## src/hdl/vsld_pkg.sv

```systemverilog
`timescale 1ns / 1ps
`default_nettype none

package vsld_pkg;

	// parse phase, one-hot
	typedef enum logic [6:0] {
		PH_HDR0  = 7'b0000001,
		PH_HDR1  = 7'b0000010,
		PH_HDR2  = 7'b0000100,
		PH_HDR3  = 7'b0001000,
		PH_COPY  = 7'b0010000,
		PH_FILL0 = 7'b0100000,
		PH_FILL1 = 7'b1000000
	} phase_t;

	localparam int unsigned REM_BITS   = 15;
	localparam int unsigned COUNT_BITS = 14;

	localparam logic [1:0] LANE_NONE = 2'b00;
	localparam logic [1:0] LANE_LOW  = 2'b01;
	localparam logic [1:0] LANE_BOTH = 2'b11;

	localparam int unsigned END_BIT    = 7;  // first header byte: end of list
	localparam int unsigned STRIDE_BIT = 7;  // third header byte
	localparam int unsigned FILL_BIT   = 6;  // third header byte

	typedef struct packed {
		logic [15:0]           word_address;
		logic [15:0]           write_data;
		logic [1:0]            lane_enable;
		logic [COUNT_BITS-1:0] repeat_count;
		logic                  stride_is_32;
		logic                  list_done;
	} result_t;

endpackage

`default_nettype wire

```

## src/hdl/vram_stripe_list_decoder_unit.sv

```systemverilog
`timescale 1ns / 1ps
`default_nettype none

// Stripe upload list decoder.
// Input channel: list_byte with in_valid/in_stall, one list byte per transaction,
// record headers and data bytes in list order.
// Output channel: one video memory write command per transaction (word_address,
// write_data, lane_enable, repeat_count, stride_is_32, list_done) with
// out_valid/out_stall. Header bytes and the first byte of each word produce
// nothing; the second byte of a word, an odd tail byte, the second fill byte
// and the end marker each produce one command.
// Throughput: one byte per cycle while in_stall is low. An accepted byte passes
// through the input register, then the result register, on its way to the outputs.
// A skid register behind the result register absorbs one command while the
// receiver stalls; the input stalls only while that skid register is full and a
// byte is waiting in the input register.
// Reset clears the parser to await a first header byte, with address, length
// and packing state zeroed, and empties all pipeline registers.
module vram_stripe_list_decoder_unit #(
	parameter int unsigned ADDR_BITS = 16
) (
	input  wire logic        clk,
	input  wire logic        arst_n,
	input  wire logic        in_valid,
	output      logic        in_stall,
	input  wire logic [7:0]  list_byte,
	output      logic        out_valid,
	input  wire logic        out_stall,
	output      logic [15:0] word_address,
	output      logic [15:0] write_data,
	output      logic [1:0]  lane_enable,
	output      logic [13:0] repeat_count,
	output      logic        stride_is_32,
	output      logic        list_done
);

	logic              valid_s1;
	logic [7:0]        byte_s1;
	logic              advance;
	logic              core_valid;
	vsld_pkg::result_t core_res;
	logic              out_valid_q;
	vsld_pkg::result_t out_q;
	logic              skid_valid_q;
	vsld_pkg::result_t skid_q;
	logic              pop;

	assign advance  = valid_s1 && !skid_valid_q;
	assign in_stall = valid_s1 && skid_valid_q;
	assign pop      = out_valid_q && !out_stall;

	always_ff @(posedge clk or negedge arst_n) begin
		if (!arst_n) begin
			valid_s1 <= 1'b0;
		end else if (in_valid && !in_stall) begin
			valid_s1 <= 1'b1;
		end else if (advance) begin
			valid_s1 <= 1'b0;
		end
	end

	always_ff @(posedge clk) begin
		if (in_valid && !in_stall) begin
			byte_s1 <= list_byte;
		end
	end

	vsld_core #(
		.ADDR_BITS(ADDR_BITS)
	) u_core (
		.clk       (clk),
		.arst_n    (arst_n),
		.step_en   (advance),
		.step_byte (byte_s1),
		.res_valid (core_valid),
		.res       (core_res)
	);

	// result register with one-entry skid
	always_ff @(posedge clk or negedge arst_n) begin
		if (!arst_n) begin
			out_valid_q  <= 1'b0;
			skid_valid_q <= 1'b0;
		end else if (skid_valid_q) begin
			if (pop) begin
				skid_valid_q <= 1'b0;
			end
		end else if (!out_valid_q || pop) begin
			out_valid_q <= core_valid;
		end else if (core_valid) begin
			skid_valid_q <= 1'b1;
		end
	end

	always_ff @(posedge clk) begin
		if (skid_valid_q) begin
			if (pop) begin
				out_q <= skid_q;
			end
		end else if (!out_valid_q || pop) begin
			out_q <= core_res;
		end else if (core_valid) begin
			skid_q <= core_res;
		end
	end

	assign out_valid    = out_valid_q;
	assign word_address = out_q.word_address;
	assign write_data   = out_q.write_data;
	assign lane_enable  = out_q.lane_enable;
	assign repeat_count = out_q.repeat_count;
	assign stride_is_32 = out_q.stride_is_32;
	assign list_done    = out_q.list_done;

	a_skid_behind_out: assert property (@(posedge clk) disable iff (!arst_n)
		skid_valid_q |-> out_valid_q)
		else $error("skid holds a command while result register is empty");

	a_skid_fill: assert property (@(posedge clk) disable iff (!arst_n)
		(out_valid_q && out_stall && !skid_valid_q && core_valid) |=> skid_valid_q)
		else $error("command lost while output stalled");

	a_done_clean: assert property (@(posedge clk) disable iff (!arst_n)
		(out_valid_q && list_done) |-> (lane_enable == vsld_pkg::LANE_NONE
			&& repeat_count == 14'd0 && word_address == 16'd0 && write_data == 16'd0))
		else $error("end marker command carries nonzero fields");

	a_write_count: assert property (@(posedge clk) disable iff (!arst_n)
		(out_valid_q && !list_done) |-> (repeat_count != 14'd0
			&& lane_enable != vsld_pkg::LANE_NONE))
		else $error("write command with no words or no lanes");

endmodule

`default_nettype wire

```

## src/hdl/vsld_core.sv

```systemverilog
`timescale 1ns / 1ps
`default_nettype none

// Parser state and the per-byte update. One byte per enabled cycle,
// at most one write command out.
module vsld_core #(
	parameter int unsigned ADDR_BITS = 16
) (
	input  wire logic              clk,
	input  wire logic              arst_n,
	input  wire logic              step_en,
	input  wire logic [7:0]        step_byte,
	output      logic              res_valid,
	output      vsld_pkg::result_t res
);

	vsld_pkg::phase_t                 phase_q, phase_d;
	logic [ADDR_BITS-1:0]             addr_q, addr_d, addr_step;
	logic                             stride_q, stride_d;
	logic                             fill_q, fill_d;
	logic [vsld_pkg::REM_BITS-1:0]    rem_q, rem_d, rem_dec;
	logic [7:0]                       held_q, held_d;
	logic                             parity_q, parity_d;
	logic [15:0]                      addr_out;

	assign addr_step = addr_q + (stride_q ? ADDR_BITS'(32) : ADDR_BITS'(1));
	assign rem_dec   = rem_q - vsld_pkg::REM_BITS'(1);
	assign addr_out  = 16'(addr_q);

	always_comb begin
		phase_d   = phase_q;
		addr_d    = addr_q;
		stride_d  = stride_q;
		fill_d    = fill_q;
		rem_d     = rem_q;
		held_d    = held_q;
		parity_d  = parity_q;
		res_valid = 1'b0;
		res       = '0;
		unique case (phase_q)
			vsld_pkg::PH_HDR1: begin
				addr_d  = addr_q | ADDR_BITS'(step_byte);
				phase_d = vsld_pkg::PH_HDR2;
			end
			vsld_pkg::PH_HDR2: begin
				stride_d = step_byte[vsld_pkg::STRIDE_BIT];
				fill_d   = step_byte[vsld_pkg::FILL_BIT];
				rem_d    = {1'b0, step_byte[5:0], 8'h00};
				phase_d  = vsld_pkg::PH_HDR3;
			end
			vsld_pkg::PH_HDR3: begin
				// length minus one -> byte count
				rem_d    = {1'b0, rem_q[13:8], step_byte} + vsld_pkg::REM_BITS'(1);
				parity_d = 1'b0;
				held_d   = 8'h00;
				phase_d  = fill_q ? vsld_pkg::PH_FILL0 : vsld_pkg::PH_COPY;
			end
			vsld_pkg::PH_COPY: begin
				rem_d = rem_dec;
				if (parity_q) begin
					res_valid        = 1'b1;
					res.word_address = addr_out;
					res.write_data   = {step_byte, held_q};
					res.lane_enable  = vsld_pkg::LANE_BOTH;
					res.repeat_count = vsld_pkg::COUNT_BITS'(1);
					res.stride_is_32 = stride_q;
					parity_d         = 1'b0;
					addr_d           = addr_step;
					if (rem_dec == '0) begin
						phase_d = vsld_pkg::PH_HDR0;
					end
				end else if (rem_dec == '0) begin
					// odd tail: low lane only
					res_valid        = 1'b1;
					res.word_address = addr_out;
					res.write_data   = {8'h00, step_byte};
					res.lane_enable  = vsld_pkg::LANE_LOW;
					res.repeat_count = vsld_pkg::COUNT_BITS'(1);
					res.stride_is_32 = stride_q;
					addr_d           = addr_step;
					phase_d          = vsld_pkg::PH_HDR0;
				end else begin
					held_d   = step_byte;
					parity_d = 1'b1;
				end
			end
			vsld_pkg::PH_FILL0: begin
				held_d   = step_byte;
				parity_d = 1'b1;
				phase_d  = vsld_pkg::PH_FILL1;
			end
			vsld_pkg::PH_FILL1: begin
				res_valid        = 1'b1;
				res.word_address = addr_out;
				res.write_data   = {step_byte, held_q};
				res.lane_enable  = vsld_pkg::LANE_BOTH;
				res.repeat_count = vsld_pkg::COUNT_BITS'((rem_q + vsld_pkg::REM_BITS'(1)) >> 1);
				res.stride_is_32 = stride_q;
				parity_d         = 1'b0;
				rem_d            = '0;
				phase_d          = vsld_pkg::PH_HDR0;
			end
			default: begin
				if (step_byte[vsld_pkg::END_BIT]) begin
					res_valid      = 1'b1;
					res.list_done  = 1'b1;
					res.lane_enable = vsld_pkg::LANE_NONE;
					phase_d        = vsld_pkg::PH_HDR0;
				end else begin
					addr_d  = ADDR_BITS'({step_byte, 8'h00});
					phase_d = vsld_pkg::PH_HDR1;
				end
			end
		endcase
		if (!step_en) begin
			res_valid = 1'b0;
		end
	end

	always_ff @(posedge clk or negedge arst_n) begin
		if (!arst_n) begin
			phase_q  <= vsld_pkg::PH_HDR0;
			addr_q   <= '0;
			stride_q <= 1'b0;
			fill_q   <= 1'b0;
			rem_q    <= '0;
			held_q   <= 8'h00;
			parity_q <= 1'b0;
		end else if (step_en) begin
			phase_q  <= phase_d;
			addr_q   <= addr_d;
			stride_q <= stride_d;
			fill_q   <= fill_d;
			rem_q    <= rem_d;
			held_q   <= held_d;
			parity_q <= parity_d;
		end
	end

endmodule

`default_nettype wire

```

## config.mk

```make
export PLATFORM = sky130hd
export DESIGN_NAME = vram_stripe_list_decoder_unit
export DESIGN_NICKNAME = d
export VERILOG_FILES = /design/src/hdl/vsld_pkg.sv /design/src/hdl/vram_stripe_list_decoder_unit.sv /design/src/hdl/vsld_core.sv
export SDC_FILE = /design/constraint.sdc
export NUM_CORES = 1
export LEC_CHECK = 0
export ABC_AREA = 1
export BUFFER_PORTS_ARGS = -buffer_cell sky130_fd_sc_hd__clkbuf_2
export CELL_PAD_IN_SITES_DETAIL_PLACEMENT = 2
export CELL_PAD_IN_SITES_GLOBAL_PLACEMENT = 2
export CORE_ASPECT_RATIO = 2
export CORE_MARGIN = 1
export CORE_UTILIZATION = 40
export CTS_CLUSTER_SIZE = 25
export DETAILED_ROUTE_END_ITERATION = 12
export GPL_TIMING_DRIVEN = 0
export PLACE_DENSITY_LB_ADDON = 0.1
export SETUP_SLACK_MARGIN = 0.05
export SLEW_MARGIN = 20
export SYNTH_ARGS = -nofsm -noshare
export SYNTH_HDL_FRONTEND = slang
export SYNTH_HIERARCHICAL = 1
export SYNTH_SLANG_ARGS = --single-unit
```

## constraint.sdc

```tcl
create_clock -name clk -period 8.3 [get_ports clk]
set_input_delay 1.245 -clock clk [delete_from_list [all_inputs] [get_ports clk]]
set_output_delay 1.245 -clock clk [all_outputs]
set_load 0.02 [all_outputs]
```

# [Word-level counts from Yosys, hierarchy flattened]
# Index checks and enable logic that the tools add are counted.
[classes] addsub=4 eq_ne=12 mux=36 bitwise_logic=4 n_reduce_logical=28
[ops] cell="$mux W50" n=3
[ops] cell="$mux W49" n=2
[ops] cell="$pmux W32 S2" n=1
[ops] cell="$pmux W15 S4" n=1
[ops] cell="$mux W16" n=3
[ops] cell="$pmux W16 S3" n=1
[ops] cell="$pmux W7 S6" n=1
[ops] cell="$pmux W15 S2" n=1
[ops] cell="$pmux W8 S3" n=1
[ops] cell="$add A16 B16 Y16" n=1
[ops] cell="$mux W8" n=2
[ops] cell="$or A16 B8 Y16" n=1
[ops] cell="$add A14 B1 Y15 const B" n=1
[ops] cell="$add A15 B1 Y15 const B" n=1
[ops] cell="$logic_not A15 Y1" n=1
[ops] cell="$sub A15 B1 Y15 const B" n=1
[ops] cell="$mux W1" n=13
[ops] cell="$mux W6" n=2
[ops] cell="$reduce_and A2 Y1" n=6
[ops] cell="$reduce_and A4 Y1" n=2
[ops] cell="$reduce_or A4 Y1" n=2
[ops] cell="$eq A7 B2 Y1 const B" n=1
[ops] cell="$eq A7 B3 Y1 const B" n=1
[ops] cell="$eq A7 B4 Y1 const B" n=1
[ops] cell="20 further kinds" n=34
[word_totals] ff_bits=160 input_bits=12 out_inout_bits=52 wordCells=107

# [Longest topological paths before layout]
# Gate-level depths: netlist of the first run.
[depth] depth_word=9 depth_mapped=20 ltp_nobuf=19

# [Cells and area by module]
# The synthesis of the first run kept the hierarchy.
[modules_own_cells] mod="vsld_core" n_inst=1 cells_per_inst=680 area_per_inst_um2=4354.2
[modules_own_cells] mod="vram_stripe_list_decoder_unit" n_inst=1 cells_per_inst=294 area_per_inst_um2=4043.9

# [Worst setup path before layout of the first run]
# Ideal clock, no wire load.
[synth_path] path_kind="reg-to-reg" from="register skid_valid_q" to="register out_q (netlist bit lane_enable[0]), enable pin" setup_time_ps=527 t_arrival_ps=4104 t_required_ps=7773 path_slack_ps=3669 path_stages_with_launch=3 path_buffers=1 synth_period_minus_slack_ps=4631 path_cell_list="dfrtp_1 buf_4 o21ai_0"
[synth_via] elab_chain_cells=2 elab_cells_between_ends=3 classes_between="eq/ne (1); reduce/logical (2)"
[synth_rtl] item="start, declared" line="vram_stripe_list_decoder_unit.sv:44" source="logic skid_valid_q;"
[synth_rtl] item="start signal, assigned" line="vram_stripe_list_decoder_unit.sv:83" source="skid_valid_q <= 1'b0;"
[synth_rtl] item="start signal, assigned" line="vram_stripe_list_decoder_unit.sv:86" source="skid_valid_q <= 1'b0;"
[synth_rtl] item="start signal, assigned" line="vram_stripe_list_decoder_unit.sv:91" source="skid_valid_q <= 1'b1;"
[synth_rtl] item="$ne A2 B1 Y1 (no line) or $reduce_bool A2 Y1 (tied branches)"
[synth_rtl] item="$reduce_and A2 Y1 (no line) (*)"
[synth_rtl] item="end signal, assigned" line="vram_stripe_list_decoder_unit.sv:98" source="out_q <= skid_q;"
[synth_rtl] item="end signal, assigned" line="vram_stripe_list_decoder_unit.sv:101" source="out_q <= core_res;"
[synth_rtl] item="end, declared" line="vram_stripe_list_decoder_unit.sv:43" source="vsld_pkg::result_t out_q;"
# Every way passes the cells marked *; elsewhere a longest branch is shown, timed or not.
# A chain may end at the register's enable or synchronous reset.

# [Final worst setup path of the first run]
[layout_path] from="register u_core/rem_q[0] (netlist bit)" to="register skid_q[4] (netlist bit), enable pin"
[layout_via] elab_chain_cells=7
[layout_rtl] item="start, declared" line="vsld_core.sv:21" source="logic [vsld_pkg::REM_BITS-1:0] rem_q, rem_d, rem_dec;"
[layout_rtl] item="start signal, assigned" line="vsld_core.sv:134" source="rem_q <= rem_d;"
[layout_rtl] item="$sub A15 B1 Y15" line="vsld_core.sv:27" source="assign rem_dec = rem_q - vsld_pkg::REM_BITS'(1);"
[layout_rtl] item="$logic_not A15 Y1" line="vsld_core.sv:72" source="end else if (rem_dec == '0) begin"
[layout_rtl] item="$mux W1" line="vsld_core.sv:72"
[layout_rtl] item="$mux W1" line="vsld_core.sv:60" source="if (parity_q) begin"
[layout_rtl] item="$pmux W1 S3" line="vsld_core.sv:40" source="unique case (phase_q)"
[layout_rtl] item="$mux W1" line="vsld_core.sv:115" source="if (!step_en) begin"
[layout_rtl] item="named net core_valid" line="vram_stripe_list_decoder_unit.sv:40" source="logic core_valid;"
[layout_rtl] item="$reduce_and A3 Y1 (no line)"
[layout_rtl] item="end signal, assigned" line="vram_stripe_list_decoder_unit.sv:103" source="skid_q <= core_res;"
[layout_rtl] item="end, declared" line="vram_stripe_list_decoder_unit.sv:45" source="vsld_pkg::result_t skid_q;"
# The timed path passes the listed nets, and every way through them passes these cells.

==> results of run 1 <==
layout make-up:
class | instances | area share, %
Tap cell | 266 | 3.41
Multi-Input combinational cell | 687 | 33.7
Clock inverter | 15 | 1.87
Sequential cell | 160 | 46.6
Timing Repair Buffer | 67 | 4.23
Buffer | 40 | 2.54
Clock buffer | 17 | 4.36
Inverter | 87 | 3.34
cells in the final DEF (no fill, tap or decap), drive strengths merged, types with 3 or more instances in the layout:
cell and count:
nand4 17, a21boi 3, o21ai 76, clkbuf 87
dfrtp 51, nor4 4, o22ai 5, xor2 6
inv 92, edfxtp 108, clkinv 4, bufinv 3
nand2 345, a31oi 6, a21oi 41, clkinvlp 3
nor2 81, nor3 22, nand3 56, or2 5
ha 7, o211ai 6, buf 37
report_power, final:
part | switching, uW | internal [uW] | leakage (uW)
Clock | 348 | 477 | 0.000289
Combinational | 1070 | 411 | 0.00225
Sequential | 153 | 1120 | 0.00179
Total | 1570 | 2010 | 0.00433
per-stage QoR:
stage / worst slack, ns / utilization, % / std cells / area [um2] / hold slack (ns)
floorplan: 3.67 / - / 974 / 8400 / 0.442
global placement: 2.22 / 44.2 / 1303 / 9050 / 0.455
finish: 4.52 / 47.7 / 1339 / 9760 / 0.478
CTS: 4.45 / 47.7 / 1339 / 9760 / 0.482
detailed placement: 4.48 / 44.7 / 1307 / 9160 / 0.466
global route: 4.21 / 47.7 / 1339 / 9760 / 0.517
cells by family (layout without fill, tap and decap cells):
logic type	Yosys count	count (layout)	share of synthesized area [%]
XOR/XNOR	6	6	0.626
adder cells (fa/ha/maj)	7	7	1.04
flip-flops	160	160	54.1
AND/OR/NAND/NOR	532	532	27.1
buffers and inverters	127	226	6.84
AO/OA/AOI/OAI	142	142	10.3
worst min path at each step:
stage	from	end	slack, ns	depth (start not counted)
6_report	u_core/held_q[0]$_DFFE_PN0P_	u_core/held_q[0]$_DFFE_PN0P_	0.48	2
4_1_cts	u_core/held_q[0]$_DFFE_PN0P_	u_core/held_q[0]$_DFFE_PN0P_	0.48	2
3_5_place_dp	u_core/held_q[0]$_DFFE_PN0P_	u_core/held_q[0]$_DFFE_PN0P_	0.47	2
5_1_grt	u_core/held_q[0]$_DFFE_PN0P_	u_core/held_q[0]$_DFFE_PN0P_	0.52	2
3_3_place_gp	u_core/held_q[0]$_DFFE_PN0P_	u_core/held_q[0]$_DFFE_PN0P_	0.45	2
2_1_floorplan	u_core/held_q[0]$_DFFE_PN0P_	u_core/held_q[0]$_DFFE_PN0P_	0.44	2
worst reg2reg max path, delay by kind of cell, from the launching register on:
| family | cells | cell delay, ns |
|---|---|---|
| AOI/OAI and AO/OA | 1 | 0.19 |
| adders and majority gates | 1 | 0.26 |
| and+or+nand+nor | 11 | 1.24 |
| DFF | 1 | 0.42 |
| buffers and inverters | 7 | 1.35 |
per-layer routing:
metal	routed length (um)	up-vias	global-route usage, %
li1	-	3399	-
met1	10300	3792	27.7
met2	18100	189	60.6
met3	857	90	3.99
met4	1810	0	20.5
met5	0	-	0
state kept, by name, indices dropped and copies added, names as in the netlist:
name	count
write_data	16
lane_enable	2
u_core/held_q	8
list_done	1
skid_valid_q	1
valid_s1	1
u_core/phase_q	7
u_core/fill_q	1
repeat_count	14
word_address	16
skid_q	50
byte_s1	8
u_core/stride_q	1
out_valid	1
u_core/rem_q	15
stride_is_32	1
u_core/parity_q	1
u_core/addr_out	16
==> summary.md, run 1 <==
Outcome
• run status: completed

Routing
• post-DR vias/cell: 5.58
• Pre-Repair DR Iteration Count: 4
• vias post-DR: 7470
• post-route ant nets: 0
• initial DRC count: 300
• detailed-route DRC error count: 0
• final routed wirelength across all metal layers: 31.1 mm
• average wire length per cell after detail routing: 23.2 um

Synth
• most instantiated cells after synthesis: nand2_1, edfxtp_1, inv_1, nor2_1, o21ai_0
• area share of the largest cell type after synthesis: 38.6%
• predominant post-synthesis flop cell: edfxtp_1
• synthesized netlist net count: 993
• largest area contributor in the synthesized netlist: edfxtp_1
• sequential area share after synthesis: 54.1%
• unique cell type count in the Yosys netlist: 46
• total standard cell area after synthesis: 8400 um2
• most frequent cell after synthesis: nand2_1
• count of synthesis-stage warnings from yosys: 6
• post-synthesis cell count: 974
• leading cell types by total area after synthesis: edfxtp_1, nand2_1, dfrtp_1
• EDFF count, synth: 108
• synthesized area per cell: 8.62 um2
• fraction of registers with async set/reset: 32.5%
• number of flip-flops and latches in the synthesized netlist: 160

Floorplanning
• floorplan core area: 20500 um2
• Die Outline Area: 21600 um2
• Die Span Y: 207 um
• starting utilization of the core area: 41.0%
• Chip Width: 104 um
• Boundary Pins: 64
• std cell rows: 74

Critical path
• Worst EP arrival: 3.92 ns
• largest fanout on the critical path: 30
• r2r setup slk: 4.52 ns
• launch instance of the worst register-to-register path: u_core/rem_q[0]$_DFFE_PN0P_
• number of cells traversed by the worst register-to-register path: 20
• cell type with the highest occurrence count on the critical path: nand2_1
• startpoint kind of the worst setup timing path: flip-flop
• worst setup path startpoint: u_core/rem_q[0]$_DFFE_PN0P_
• Worst Setup Path Type: reg2reg
• end of the worst register-to-register path: skid_q[4]$_DFFE_PP_
• Crit path max-delay family: buffers and inverters
• critical path cell sequence: inv_1 > ha_1 > inv_1 > o21ai_0 > nand2_1 > nor2_1 > nand2_1 > nor2_2 > nand3_2 > nand2_1 > nand2_1 > buf_6 > nand3_1 > nand2_1 > inv_1 > inv_1 > nor2_1 > nand2_1 > inv_2 > buf_12
• stage delay of the slowest cell on the critical path: 0.42 ns
• instance count on the critical path: 20
• Critical Path Slowest Stage Cell: dfrtp_1
• category of the worst setup path capture point: flip-flop
• capture point of the critical path: skid_q[4]$_DFFE_PP_
• worst path required time: 8.44 ns
• critical path buffer and inverter count: 7

Global route
• grt ovf: 0
• vias in the first global route: 8411
• number of antenna violations at the first check in global routing: 0
• first-pass GRT wire length: 47.8 mm
• Total Routing Usage GR: 30.2%
• pin count of the biggest net entering global routing: 32

Clock tree
• clock sink count: 160
• hold-fix buffer count after cts: 0
• Root Driver: clkbuf_16
• count of instances resized after the clock tree is built: 0
• buffer depth of the longest clock path: 2
• CTS tree: built
• clock buffers created by TritonCTS: 17
• H-tree lvl count: 4
• clock-pin slew on the worst setup and hold paths: 0.07 ns
• number of buffers inserted to repair setup after CTS: 0
• Clk Latency, worst-skew pair: 0.45 ns

Timing
• final worst clock skew: 0.00997 ns
• fin. max-slew vios: 0
• Sum Neg Setup Slack: 0 ns
• Highest Clock Rate: 265 MHz
• unrepaired setup endpoints after global routing: false
• worst-margin pin slew: 0.950 ns
• period utilization: 45.5%
• number of setup violations in the final report: 0
• shortest period the worst path allows: 3.78 ns
• hold violation total from the final report: 0
• worst slew margin relative to its limit: 36.1%

Placement
• HPWL after detailed placement: 23.3 mm
• Port Buffer Count: 63
• routability congestion estimate: 0.914

Min path
• type of the worst min-delay path: reg2reg

Finish
• multi-input combinational cell area: 3290 um2
• synth-to-layout area growth: 16.3%
• number of antenna diodes: 0
• ratio of cells with drive above 1 in the final layout: 17.4%
• flip-flop and latch area: 4550 um2
• filler cell count: 2351
• Nets: 1079

Power
• Power Total: 3580 uW
• worst vdd rail ir drop: 0.000180 V
• leakage power: 0.00433 uW
• Pwr Density: 366 nW/um2

Run
• max-cap check violation count: 0

Power figures use the tool's default switching activity.
==> run 2: changes to the inputs <==
ABC_AREA = 0   (was 1)
CORE_UTILIZATION = 37   (was 40)
clock period = 3.2 ns   (was 8.3 ns; I/O delays follow)
==> run 2 against run 1 <==
  * Sequential share of layout area down 0.098 points
  * Cell area up 0.32%
  * Fmax rose by 16%
  * Via count decreased by 18%
  * Sequential power rose to 2.5 times the previous value
  * Hold slack lost 0.28 ns
  * Combinational power increased by 120%
  * The flow now finishes with violations (setup timing)
  * Count of clock-buffer cells in the layout up 1
  * Largest cell class unchanged
==> summary.md, run 2 <==
Timing
• number of setup violations in the final report: 49
• hold slack: 0.203 ns
• worst-margin pin slew: 0.963 ns
• final worst clock skew: 0.0184 ns
• period utilization: 102%
• unrepaired setup endpoints after global routing: true
• fin. max-slew vios: 0
• worst slew margin relative to its limit: 35.7%
• setup slack of the critical path after layout: -0.0607 ns
• Highest Clock Rate: 307 MHz
• shortest period the worst path allows: 3.26 ns
• hold violation total from the final report: 0

Floorplanning
• starting utilization of the core area: 37.6%
• Boundary Pins: 64
• Chip Width: 106 um
• Die Outline Area: 22400 um2
• std cell rows: 76
• Die Span Y: 210 um
• floorplan core area: 21400 um2

Synth
• EDFF count, synth: 108
• most frequent cell after synthesis: edfxtp_1
• unique cell type count in the Yosys netlist: 72
• synthesized area per cell: 11.9 um2
• synthesized netlist net count: 696
• predominant post-synthesis flop cell: edfxtp_1
• count of synthesis-stage warnings from yosys: 6
• number of flip-flops and latches in the synthesized netlist: 160
• fraction of registers with async set/reset: 32.5%
• total standard cell area after synthesis: 8040 um2
• sequential area share after synthesis: 56.5%
• leading cell types by total area after synthesis: edfxtp_1, dfrtp_1, mux2_4
• post-synthesis cell count: 677
• largest area contributor in the synthesized netlist: edfxtp_1
• area share of the largest cell type after synthesis: 40.3%
• most instantiated cells after synthesis: edfxtp_1, nor2_1, dfrtp_1, o21ai_0, nand2_1

Critical path
• Crit path max-delay family: simple AND/OR/NAND/NOR gates
• critical path cell sequence: inv_2 > ha_4 > or3b_1 > clkbuf_8 > nor3_4 > xor2_2 > or3_4 > nand3_4 > buf_8 > o21a_1 > inv_2 > nor3_4 > buf_12 > clkbuf_16
• largest fanout on the critical path: 8
• stage delay of the slowest cell on the critical path: 0.45 ns
• number of cells traversed by the worst register-to-register path: 14
• instance count on the critical path: 14
• r2r setup slk: -0.06 ns
• Critical Path Slowest Stage Cell: dfrtp_2
• Worst EP arrival: 3.42 ns
• worst setup path startpoint: u_core/rem_q[0]$_DFFE_PN0P_
• launch instance of the worst register-to-register path: u_core/rem_q[0]$_DFFE_PN0P_
• worst path required time: 3.36 ns
• startpoint kind of the worst setup timing path: flip-flop
• capture point of the critical path: skid_q[32]$_DFFE_PP_
• end of the worst register-to-register path: skid_q[32]$_DFFE_PP_
• Worst Setup Path Type: reg2reg
• category of the worst setup path capture point: flip-flop
• critical path buffer and inverter count: 6

Routing
• Pre-Repair DR Iteration Count: 7
• detailed-route DRC error count: 0
• vias post-DR: 6127
• post-route ant nets: 0
• average wire length per cell after detail routing: 25.6 um
• post-DR vias/cell: 5.74
• final routed wirelength across all metal layers: 27.3 mm
• initial DRC count: 275

Global route
• met2 global-route usage: 48.7%
• Total Routing Usage GR: 25.6%
• vias in the first global route: 6807
• grt ovf: 0
• number of antenna violations at the first check in global routing: 0
• most used routing layer: met2
• met1 track demand over resource: 24.1%
• first-pass GRT wire length: 41.2 mm
• pin count of the biggest net entering global routing: 34
• grt met3 use: 4.33%

Run
• max-cap check violation count: 0

Outcome
• failing checks: setup timing
• run status: finished with violations

Finish
• leading cell types in the layout, fill and taps excluded: edfxtp_1, clkbuf_2, nor2_1
• Biggest register: skid_q
• number of antenna diodes: 0
• max reg flops: 50
• final cell area excluding filler cells: 9790 um2
• fin cells: 1067
• synth-to-layout area growth: 21.8%
• Nets: 800
• Post-Route Utilization: 45.8%
• ratio of cells with drive above 1 in the final layout: 28.0%
• most common library cell in the layout ignoring fill and taps: edfxtp_1

Clock tree
• clock buffers created by TritonCTS: 17
• Root Driver: clkbuf_16
• Clk Latency, worst-skew pair: 0.46 ns
• buffer depth of the longest clock path: 2
• CTS tree: built
• H-tree lvl count: 4
• clock sink count: 160
• clock-pin slew on the worst setup and hold paths: 0.07 ns

Placement
• HPWL after detailed placement: 19.5 mm
• routability congestion estimate: 0.876
• worst slack after detailed placement: -0.693 ns
• Port Buffer Count: 63
• number of placed instances, taps included: 1020
• area post-placement: 8890 um2

Power
• register share of total power: 38.4%
• switching fraction of total power: 39.3%
• Internal Pwr Total: 5110 uW
• Pwr Density: 859 nW/um2
• net switching power figure: 3310 uW
• clock share of power: 23.7%
• Gate power share: 37.9%
• leakage power: 0.00385 uW
• worst vdd rail ir drop: 0.000570 V

Min path
• type of the worst min-delay path: in2reg

[run 2: how the worst min path moves through the flow]
stage,slack (ns),to,cells past startpoint,startpoint
global route,0.19,byte_s1[7]$_DFFE_PP_,1,list_byte[7]
global placement,0.46,u_core/phase_q[4]$_DFFE_PN0P_,1,u_core/fill_q$_DFFE_PN0P_
detailed placement,0.43,u_core/rem_q[14]$_DFFE_PN0P_,1,arst_n
finish,0.20,byte_s1[2]$_DFFE_PP_,1,list_byte[2]
floorplan,0.18,out_valid$_DFFE_PN0P_,0,arst_n
CTS,0.19,byte_s1[2]$_DFFE_PP_,1,list_byte[2]
[run 2: kinds of logic (layout without fill, tap and decap cells)]
logic type	after synthesis	after routing	share of synthesized area [%]
AND/OR/NAND/NOR	212	212	14.4
XOR/XNOR	32	32	3.49
multiplexers	53	53	8.53
flip-flops	160	160	56.5
AO/OA/AOI/OAI	148	148	12.3
buffers and inverters	65	182	3.69
adder cells (fa/ha/maj)	7	7	1.09
[run 2: layout make-up]
class / count / area [um2]
clock inverters: 14 / 148
multi-input cells: 452 / 3340
flip-flops and latches: 160 / 4550
well taps: 273 / 342
fillers: 2175 / 11600
clock buffers: 18 / 429
repair buffers: 89 / 678
inverters: 19 / 73.8
plain buffers: 42 / 231
[run 2: per-stage QoR]
stage          TNS (ns)  total power [uW]
6_report          -2.03              8410
5_1_grt           -7.41              8780
4_1_cts           -4.25              8440
3_5_place_dp     -27.58              6280
3_3_place_gp    -101.28              6050
2_1_floorplan    -40.96              5150
[run 2: per-layer routing]
layer	wire, um	vias up
li1	-	2746
met1	9070	3159
met2	15800	159
met3	959	63
met4	1470	0
met5	0	-
[run 2: repair_timing]
action	CTS	global route
endpoints found under the hold margin	19	0
pin swaps	3	0
hold buffers	1	0
gates cloned	1	2
endpoints found under the setup margin	83	71
setup buffers	12	3
gates resized for setup	27	5
[run 2: power by group through the flow]
stage / sequential (uW) / combinational [uW] / clock (uW)
CTS: 3230 / 3160 / 2050
detailed placement: 3220 / 3050 / 0
floorplan: 3540 / 1610 / 0
global route: 3290 / 3380 / 2120
global placement: 3220 / 2830 / 0
finish: 3230 / 3190 / 2000
